## config.mk

```make
export PLATFORM = sky130hd
export DESIGN_NAME = least_loaded_task_assigner_core
export DESIGN_NICKNAME = d
export VERILOG_FILES = /design/src/rtl/llta_pkg.sv /design/src/rtl/llta_cfg.sv /design/src/rtl/llta_argmin.sv /design/src/rtl/least_loaded_task_assigner_core.sv
export SDC_FILE = /design/constraint.sdc
export NUM_CORES = 2
export LEC_CHECK = 0
export ABC_AREA = 1
export BUFFER_PORTS_ARGS = -buffer_cell sky130_fd_sc_hd__buf_4
export CELL_PAD_IN_SITES_DETAIL_PLACEMENT = 1
export CELL_PAD_IN_SITES_GLOBAL_PLACEMENT = 2
export CORE_MARGIN = 2
export CORE_UTILIZATION = 42
export DETAILED_ROUTE_END_ITERATION = 10
export PLACE_DENSITY_LB_ADDON = 0.1
export SYNTH_ARGS = -nofsm -noshare
export SYNTH_HDL_FRONTEND = slang
export SYNTH_SLANG_ARGS = --single-unit
```

## constraint.sdc

```tcl
create_clock -name i_clk -period 24.6 [get_ports i_clk]
set_input_delay 4.92 -clock i_clk [delete_from_list [all_inputs] [get_ports i_clk]]
set_output_delay 4.92 -clock i_clk [all_outputs]
set_load 0.01 [all_outputs]
```

## src/rtl/llta_pkg.sv

```systemverilog
package llta_pkg;

    localparam int unsigned WEIGHT_W = 10;
    localparam int unsigned FACTOR_W = 4;
    localparam int unsigned COUNT_W  = 5;
    localparam int unsigned TIME_W   = 14;
    localparam int unsigned LOAD_W   = 32;
    localparam int unsigned CHOSEN_W = 4;

    localparam int unsigned S_TDATA_W = 16;
    localparam int unsigned S_TUSER_W = 2;
    localparam int unsigned M_TDATA_W = 88;

    localparam int unsigned CHOSEN_LSB = 0;
    localparam int unsigned TIME_LSB   = CHOSEN_LSB + CHOSEN_W;
    localparam int unsigned LOAD_LSB   = TIME_LSB + TIME_W;
    localparam int unsigned SPAN_LSB   = LOAD_LSB + LOAD_W;

    localparam int unsigned CFG_INDEX_W = 2;
    localparam int unsigned CFG_DATA_W  = 5;

    localparam logic [CFG_INDEX_W-1:0] CFG_MACHINE_COUNT = 2'd0;
    localparam logic [CFG_INDEX_W-1:0] CFG_HEAVY_FACTOR  = 2'd1;
    localparam logic [CFG_INDEX_W-1:0] CFG_LIGHT_FACTOR  = 2'd2;

    localparam logic [COUNT_W-1:0]  RST_MACHINE_COUNT = 5'd5;
    localparam logic [FACTOR_W-1:0] RST_HEAVY_FACTOR  = 4'd4;
    localparam logic [FACTOR_W-1:0] RST_LIGHT_FACTOR  = 4'd2;

    typedef struct packed {
        logic [COUNT_W-1:0]  machine_count;
        logic [FACTOR_W-1:0] heavy_factor;
        logic [FACTOR_W-1:0] light_factor;
    } t_cfg;

endpackage

```

## src/rtl/llta_cfg.sv

```systemverilog
module llta_cfg
    import llta_pkg::*;
(
    input  logic                   i_clk,
    input  logic                   i_rst_n,
    input  logic                   i_cfg_valid,
    input  logic [CFG_INDEX_W-1:0] i_cfg_index,
    input  logic [CFG_DATA_W-1:0]  i_cfg_data,
    output t_cfg                   o_cfg
);

    t_cfg r_cfg;
    t_cfg n_cfg;

    always_comb begin
        n_cfg = r_cfg;
        if (i_cfg_valid) begin
            case (i_cfg_index)
                CFG_MACHINE_COUNT: n_cfg.machine_count = i_cfg_data[COUNT_W-1:0];
                CFG_HEAVY_FACTOR:  n_cfg.heavy_factor  = i_cfg_data[FACTOR_W-1:0];
                CFG_LIGHT_FACTOR:  n_cfg.light_factor  = i_cfg_data[FACTOR_W-1:0];
                default:           n_cfg = r_cfg;
            endcase
        end
    end

    always_ff @(posedge i_clk) begin
        if (!i_rst_n) begin
            r_cfg.machine_count <= RST_MACHINE_COUNT;
            r_cfg.heavy_factor  <= RST_HEAVY_FACTOR;
            r_cfg.light_factor  <= RST_LIGHT_FACTOR;
        end else begin
            r_cfg <= n_cfg;
        end
    end

    assign o_cfg = r_cfg;

endmodule

```

## src/rtl/llta_argmin.sv

```systemverilog
module llta_argmin
    import llta_pkg::*;
#(
    parameter int N  = 16,
    parameter int IW = 4,
    parameter int CW = 5
) (
    input  logic [LOAD_W-1:0] i_load [N],
    input  logic [CW-1:0]     i_active,
    output logic [IW-1:0]     o_index,
    output logic [LOAD_W-1:0] o_load
);

    localparam int LEAVES = 1 << IW;
    localparam int NODES  = 2 * LEAVES - 1;

    logic              w_v  [NODES];
    logic [LOAD_W-1:0] w_ld [NODES];
    logic [IW-1:0]     w_ix [NODES];

    genvar g;
    generate
        for (g = 0; g < LEAVES; g++) begin : g_leaf
            if (g < N) begin : g_used
                assign w_v[LEAVES-1+g]  = (CW'(g) < i_active);
                assign w_ld[LEAVES-1+g] = i_load[g];
            end else begin : g_pad
                assign w_v[LEAVES-1+g]  = 1'b0;
                assign w_ld[LEAVES-1+g] = '0;
            end
            assign w_ix[LEAVES-1+g] = IW'(g);
        end
        for (g = 0; g < LEAVES - 1; g++) begin : g_node
            logic w_take_r;
            assign w_take_r = w_v[2*g+2] && (!w_v[2*g+1] || (w_ld[2*g+2] < w_ld[2*g+1]));
            assign w_v[g]   = w_v[2*g+1] || w_v[2*g+2];
            assign w_ld[g]  = w_take_r ? w_ld[2*g+2] : w_ld[2*g+1];
            assign w_ix[g]  = w_take_r ? w_ix[2*g+2] : w_ix[2*g+1];
        end
    endgenerate

    assign o_index = w_ix[0];
    assign o_load  = w_ld[0];

endmodule

```

## src/rtl/least_loaded_task_assigner_core.sv

```systemverilog
// An accepted request reaches the master side through the input register and the result register.
// One request per cycle unless the master stalls; argmin and add feed table and result regs.
// An input register and the result register decouple the two stream sides.
// Reset is synchronous, active low: clears all loads, the makespan and the valid flags,
// and loads the register defaults (machine_count 5, heavy_factor 4, light_factor 2).
module least_loaded_task_assigner_core
    import llta_pkg::*;
#(
    parameter int MAX_MACHINES = 16
) (
    input  logic                   i_clk,
    input  logic                   i_rst_n,
    input  logic                   i_s_axis_tvalid,
    output logic                   o_s_axis_tready,
    input  logic [S_TDATA_W-1:0]   i_s_axis_tdata,  // weight[9:0], zero pad
    input  logic [S_TUSER_W-1:0]   i_s_axis_tuser,  // first_of_batch, heavy_kind
    output logic                   o_m_axis_tvalid,
    input  logic                   i_m_axis_tready,
    output logic [M_TDATA_W-1:0]   o_m_axis_tdata,  // chosen_machine, task_time,
                                                    // machine_load, makespan, zero pad
    input  logic                   i_cfg_valid,
    output logic                   o_cfg_ready,
    input  logic [CFG_INDEX_W-1:0] i_cfg_index,
    input  logic [CFG_DATA_W-1:0]  i_cfg_data
);

    localparam int IW = (MAX_MACHINES > 1) ? $clog2(MAX_MACHINES) : 1;
    localparam int CW = $clog2(MAX_MACHINES + 1);

    t_cfg w_cfg;

    llta_cfg u_cfg (
        .i_clk       (i_clk),
        .i_rst_n     (i_rst_n),
        .i_cfg_valid (i_cfg_valid),
        .i_cfg_index (i_cfg_index),
        .i_cfg_data  (i_cfg_data),
        .o_cfg       (w_cfg)
    );

    assign o_cfg_ready = 1'b1;

    logic                r_in_valid;
    logic                r_first;
    logic                r_heavy;
    logic [WEIGHT_W-1:0] r_weight;
    logic                r_out_valid;
    logic [M_TDATA_W-1:0] r_out_data;
    logic [LOAD_W-1:0]   r_load [MAX_MACHINES];
    logic [LOAD_W-1:0]   r_span;

    logic w_in_acc;
    logic w_adv;

    assign w_adv           = r_in_valid && (!r_out_valid || i_m_axis_tready);
    assign o_s_axis_tready = !r_in_valid || w_adv;
    assign w_in_acc        = i_s_axis_tvalid && o_s_axis_tready;

    // active machine count, clamped to 1..MAX_MACHINES
    logic [CW-1:0] w_active;
    always_comb begin
        if (w_cfg.machine_count == '0) begin
            w_active = CW'(1);
        end else if (int'(w_cfg.machine_count) > MAX_MACHINES) begin
            w_active = CW'(MAX_MACHINES);
        end else begin
            w_active = CW'(w_cfg.machine_count);
        end
    end

    logic [LOAD_W-1:0] w_eff [MAX_MACHINES];
    always_comb begin
        for (int i = 0; i < MAX_MACHINES; i++) begin
            w_eff[i] = r_first ? '0 : r_load[i];
        end
    end

    logic [IW-1:0]     w_best;
    logic [LOAD_W-1:0] w_best_load;

    llta_argmin #(
        .N  (MAX_MACHINES),
        .IW (IW),
        .CW (CW)
    ) u_argmin (
        .i_load   (w_eff),
        .i_active (w_active),
        .o_index  (w_best),
        .o_load   (w_best_load)
    );

    logic [FACTOR_W-1:0] w_factor;
    logic [TIME_W-1:0]   w_time;
    logic [LOAD_W:0]     w_sum;
    logic [LOAD_W-1:0]   w_new_load;
    logic [LOAD_W-1:0]   w_span_base;
    logic [LOAD_W-1:0]   w_new_span;

    assign w_factor    = r_heavy ? w_cfg.heavy_factor : w_cfg.light_factor;
    assign w_time      = TIME_W'(r_weight) * TIME_W'(w_factor);
    assign w_sum       = {1'b0, w_best_load} + (LOAD_W+1)'(w_time);
    assign w_new_load  = w_sum[LOAD_W] ? '1 : w_sum[LOAD_W-1:0];
    assign w_span_base = r_first ? '0 : r_span;
    assign w_new_span  = (w_new_load > w_span_base) ? w_new_load : w_span_base;

    always_ff @(posedge i_clk) begin
        if (!i_rst_n) begin
            r_in_valid <= 1'b0;
        end else if (w_in_acc) begin
            r_in_valid <= 1'b1;
        end else if (w_adv) begin
            r_in_valid <= 1'b0;
        end
    end

    always_ff @(posedge i_clk) begin
        if (w_in_acc) begin
            r_first  <= i_s_axis_tuser[0];
            r_heavy  <= i_s_axis_tuser[1];
            r_weight <= i_s_axis_tdata[WEIGHT_W-1:0];
        end
    end

    always_ff @(posedge i_clk) begin
        if (!i_rst_n) begin
            r_out_valid <= 1'b0;
        end else if (w_adv) begin
            r_out_valid <= 1'b1;
        end else if (i_m_axis_tready) begin
            r_out_valid <= 1'b0;
        end
    end

    always_ff @(posedge i_clk) begin
        if (w_adv) begin
            r_out_data <= {{(M_TDATA_W-SPAN_LSB-LOAD_W){1'b0}}, w_new_span, w_new_load,
                           w_time, CHOSEN_W'(w_best)};
        end
    end

    always_ff @(posedge i_clk) begin
        if (!i_rst_n) begin
            r_span <= '0;
            for (int i = 0; i < MAX_MACHINES; i++) begin
                r_load[i] <= '0;
            end
        end else if (w_adv) begin
            r_span <= w_new_span;
            for (int i = 0; i < MAX_MACHINES; i++) begin
                if (IW'(i) == w_best) begin
                    r_load[i] <= w_new_load;
                end else if (r_first) begin
                    r_load[i] <= '0;
                end
            end
        end
    end

    assign o_m_axis_tvalid = r_out_valid;
    assign o_m_axis_tdata  = r_out_data;

endmodule

```

==> reports/results.ini <==
[grt]
grt_first_pass_wirelength_mm=223
grt_start_max_net_pins=127
antenna_found_initial=4
grt_pass1_vias=37974
gr-total-overflow=0
global_route.usage.total_pct=26.3

[synth]
post_synth_instance_area_sq_um=45200
synthDominantAreaCellType=sky130_fd_sc_hd__edfxtp_1
syn_avg_cell_area_sq_um=8.05
postSynth.asyncResetShare_pct=0
synth_enable_flop_cells=606
synth.top_cells.by_area=sky130_fd_sc_hd__edfxtp_1, sky130_fd_sc_hd__ha_1, sky130_fd_sc_hd__nand2_1, sky130_fd_sc_hd__nor2_1, sky130_fd_sc_hd__o21ai_0
synth_sequential_area_ratio_pct=42.4
synth_top_area_share_pct=40.3
postSynth.topFlopCell=sky130_fd_sc_hd__edfxtp_1
synth.cells.most_frequent=sky130_fd_sc_hd__nand2_1, sky130_fd_sc_hd__nor2_1, sky130_fd_sc_hd__inv_1
synth_most_common_cell=sky130_fd_sc_hd__nand2_1
synth-warning-count=0
ys_seq_elements=653
synth.distinct_cells=51
synth_cells=5614

[cells_and_area]
regArea_sq_um=19100
n_antenna_cell=0
multi_input_area_sq_um=22400
n_fill_cell=12941
layoutNonFillerInstCount=7077
syn2layout_area_growth_pct=9.98
num-nets-final=6178
final_layout_size_suffix_gt1_share_pct=6.75
final_cell_area_sq_um=49700
postLayoutCoreUtil_pct=46.5

[route]
drt_drc_violations_left=0
vias_per_cell=5.35
ant_nets=0
drt-initial-drc-count=2520
route.final.wire_length_mm=145
routedWlPerCell_microns=20.6
number_of_optimization_iterations_in_the_first_detailed_route_pass=5
num_vias=37834

[sta]
final-hold-violation-count=0
period_share_pct=86.7
layout_min_cycle_time_ns=21.33
relSlewSlack_pct=20.3
timing.clock.skew_ns=0.0316
worst-slew-pin-transition_ns=1.20
finalSetupTns_ns=0
setup_viol=0
final_slew_viol_count=0
clock.fmax_mhz=46.9
grt_setup_unrepaired=false

[run]
max_cap_violations=0

[clocking]
clock_tree.buffer_depth=3
cts.reportedPaths.clkPinSlew_ns=0.06
post_cts.repair.setup_buffers=0
tritoncts=done
cts_inserted_buffers=83
clk_root_buffer_cell=sky130_fd_sc_hd__clkbuf_16
insertion_delay_ns=0.68
cts_hold_buf=0
clock_sinks=653
post_cts_resize_count=0
ctsHtreeMaxLevel=3

[critical_path]
critPathSlowestCell=sky130_fd_sc_hd__nor3_1
cpPeakStageDelay_ns=0.89
startpoint_type=register
critical-path-top-cell-by-count=sky130_fd_sc_hd__nand2_1
worst_ep_required_time_ns=25.00
cp-end-kind=register
total_buffers_and_inverters_traversed_by_the_critical_path=14
cp.arrival_ns=21.73
timing.critical_path.fanout_max=80
critPathKind=register to register
path_delay_family=simple AND/OR/NAND/NOR gates

[placed_design]
finalWeightedCongestion=0.859
dp_cells=6925
port_buffers=107
post-dp-hpwl_mm=106
postPlaceCellArea_sq_um=47000

[floorplanning]
die_width_microns=332
core_area_sq_um=107000
starting_density_of_the_core_pct=42.3
fp-row-count=120
io-pin-count=121
fp.dieH_microns=332
dieArea_sq_um=110000

[min_path]
holdCritPathClass=register to register

[status]
run_status=complete, no violations

## worst register-to-register path: cells and delay by family, from the launching register on
| family | cells | cell delay [ns] |
|---|---|---|
| adders and majority gates | 7 | 2.45 |
| AOI/OAI and AO/OA | 23 | 5.29 |
| and+or+nand+nor | 39 | 7.36 |
| buffers and inverters | 14 | 5.54 |
| DFF | 1 | 0.41 |
## state kept, by name, summed over array words and instances (netlist names)
register         count
o_m_axis_tdata      82
o_m_axis_tvalid      1
r_first              1
r_heavy              1
r_in_valid           1
r_load             512
r_span              32
r_weight            10
u_cfg.o_cfg         13
## layout make-up
type,instances,area share (%)
multi-input cells,4050,45.1
flip-flops and latches,653,38.5
inverters,662,5.03
clock buffers,112,4.57
well taps,1403,3.53
repair buffers,157,2.47
clock inverters,40,0.753
## placed cells by master, fill, tap and decap left out, types with 14 or more instances in the layout
cell / instances
sky130_fd_sc_hd__a211oi_1: 36
sky130_fd_sc_hd__a21boi_1: 16
sky130_fd_sc_hd__a21oi_1: 270
sky130_fd_sc_hd__buf_4: 153
sky130_fd_sc_hd__clkbuf_1: 24
sky130_fd_sc_hd__clkbuf_16: 86
sky130_fd_sc_hd__clkinv_1: 15
sky130_fd_sc_hd__clkinv_2: 18
sky130_fd_sc_hd__dfxtp_1: 47
sky130_fd_sc_hd__edfxtp_1: 606
sky130_fd_sc_hd__fa_1: 17
sky130_fd_sc_hd__ha_1: 524
sky130_fd_sc_hd__inv_1: 613
sky130_fd_sc_hd__inv_2: 43
sky130_fd_sc_hd__nand2_1: 1395
sky130_fd_sc_hd__nand2_2: 15
sky130_fd_sc_hd__nand2_4: 14
sky130_fd_sc_hd__nand3_1: 137
sky130_fd_sc_hd__nand4_1: 43
sky130_fd_sc_hd__nor2_1: 835
sky130_fd_sc_hd__nor3_1: 35
sky130_fd_sc_hd__o211ai_1: 17
sky130_fd_sc_hd__o21ai_0: 554
sky130_fd_sc_hd__o21ai_1: 18
sky130_fd_sc_hd__xor2_1: 19
## through the flow
step	hold slack [ns]	setup WS, ns
6_report	0.463	3.27
5_1_grt	0.494	1.55
4_1_cts	0.473	3.53
3_5_place_dp	0.464	3.79
3_3_place_gp	0.445	3.93
2_1_floorplan	0.424	8.65
## worst paths after layout
kind | from | endpoint | slack (ns) | cells past startpoint
setup / recovery | r_first | o_m_axis_tdata[69] | 3.27 | 83
hold / removal | u_cfg.o_cfg[4] | u_cfg.o_cfg[4] | 0.46 | 2
setup reg to reg | r_first | o_m_axis_tdata[69] | 3.27 | 83
hold reg to reg | u_cfg.o_cfg[4] | u_cfg.o_cfg[4] | 0.46 | 2
## cell families after synthesis
family          synth area share [%]
buf+inv                         8.16
compound gates                  11.4
xor+xnor                       0.543
flops                           42.4
fa+ha+maj                       15.3
simple gates                    22.3
other cells                   0.0166
## layer usage
metal,vias to the layer above,wire length (microns),global-route usage [%]
met2,685,68000,44.0
met4,0,4380,7.63
met5,-,0,0
met3,205,6490,3.89
li1,18573,-,-
met1,18371,66600,35.4
Power is not shown: default switching activity piles up to over one toggle a cycle in this logic, so the estimate is an artifact.
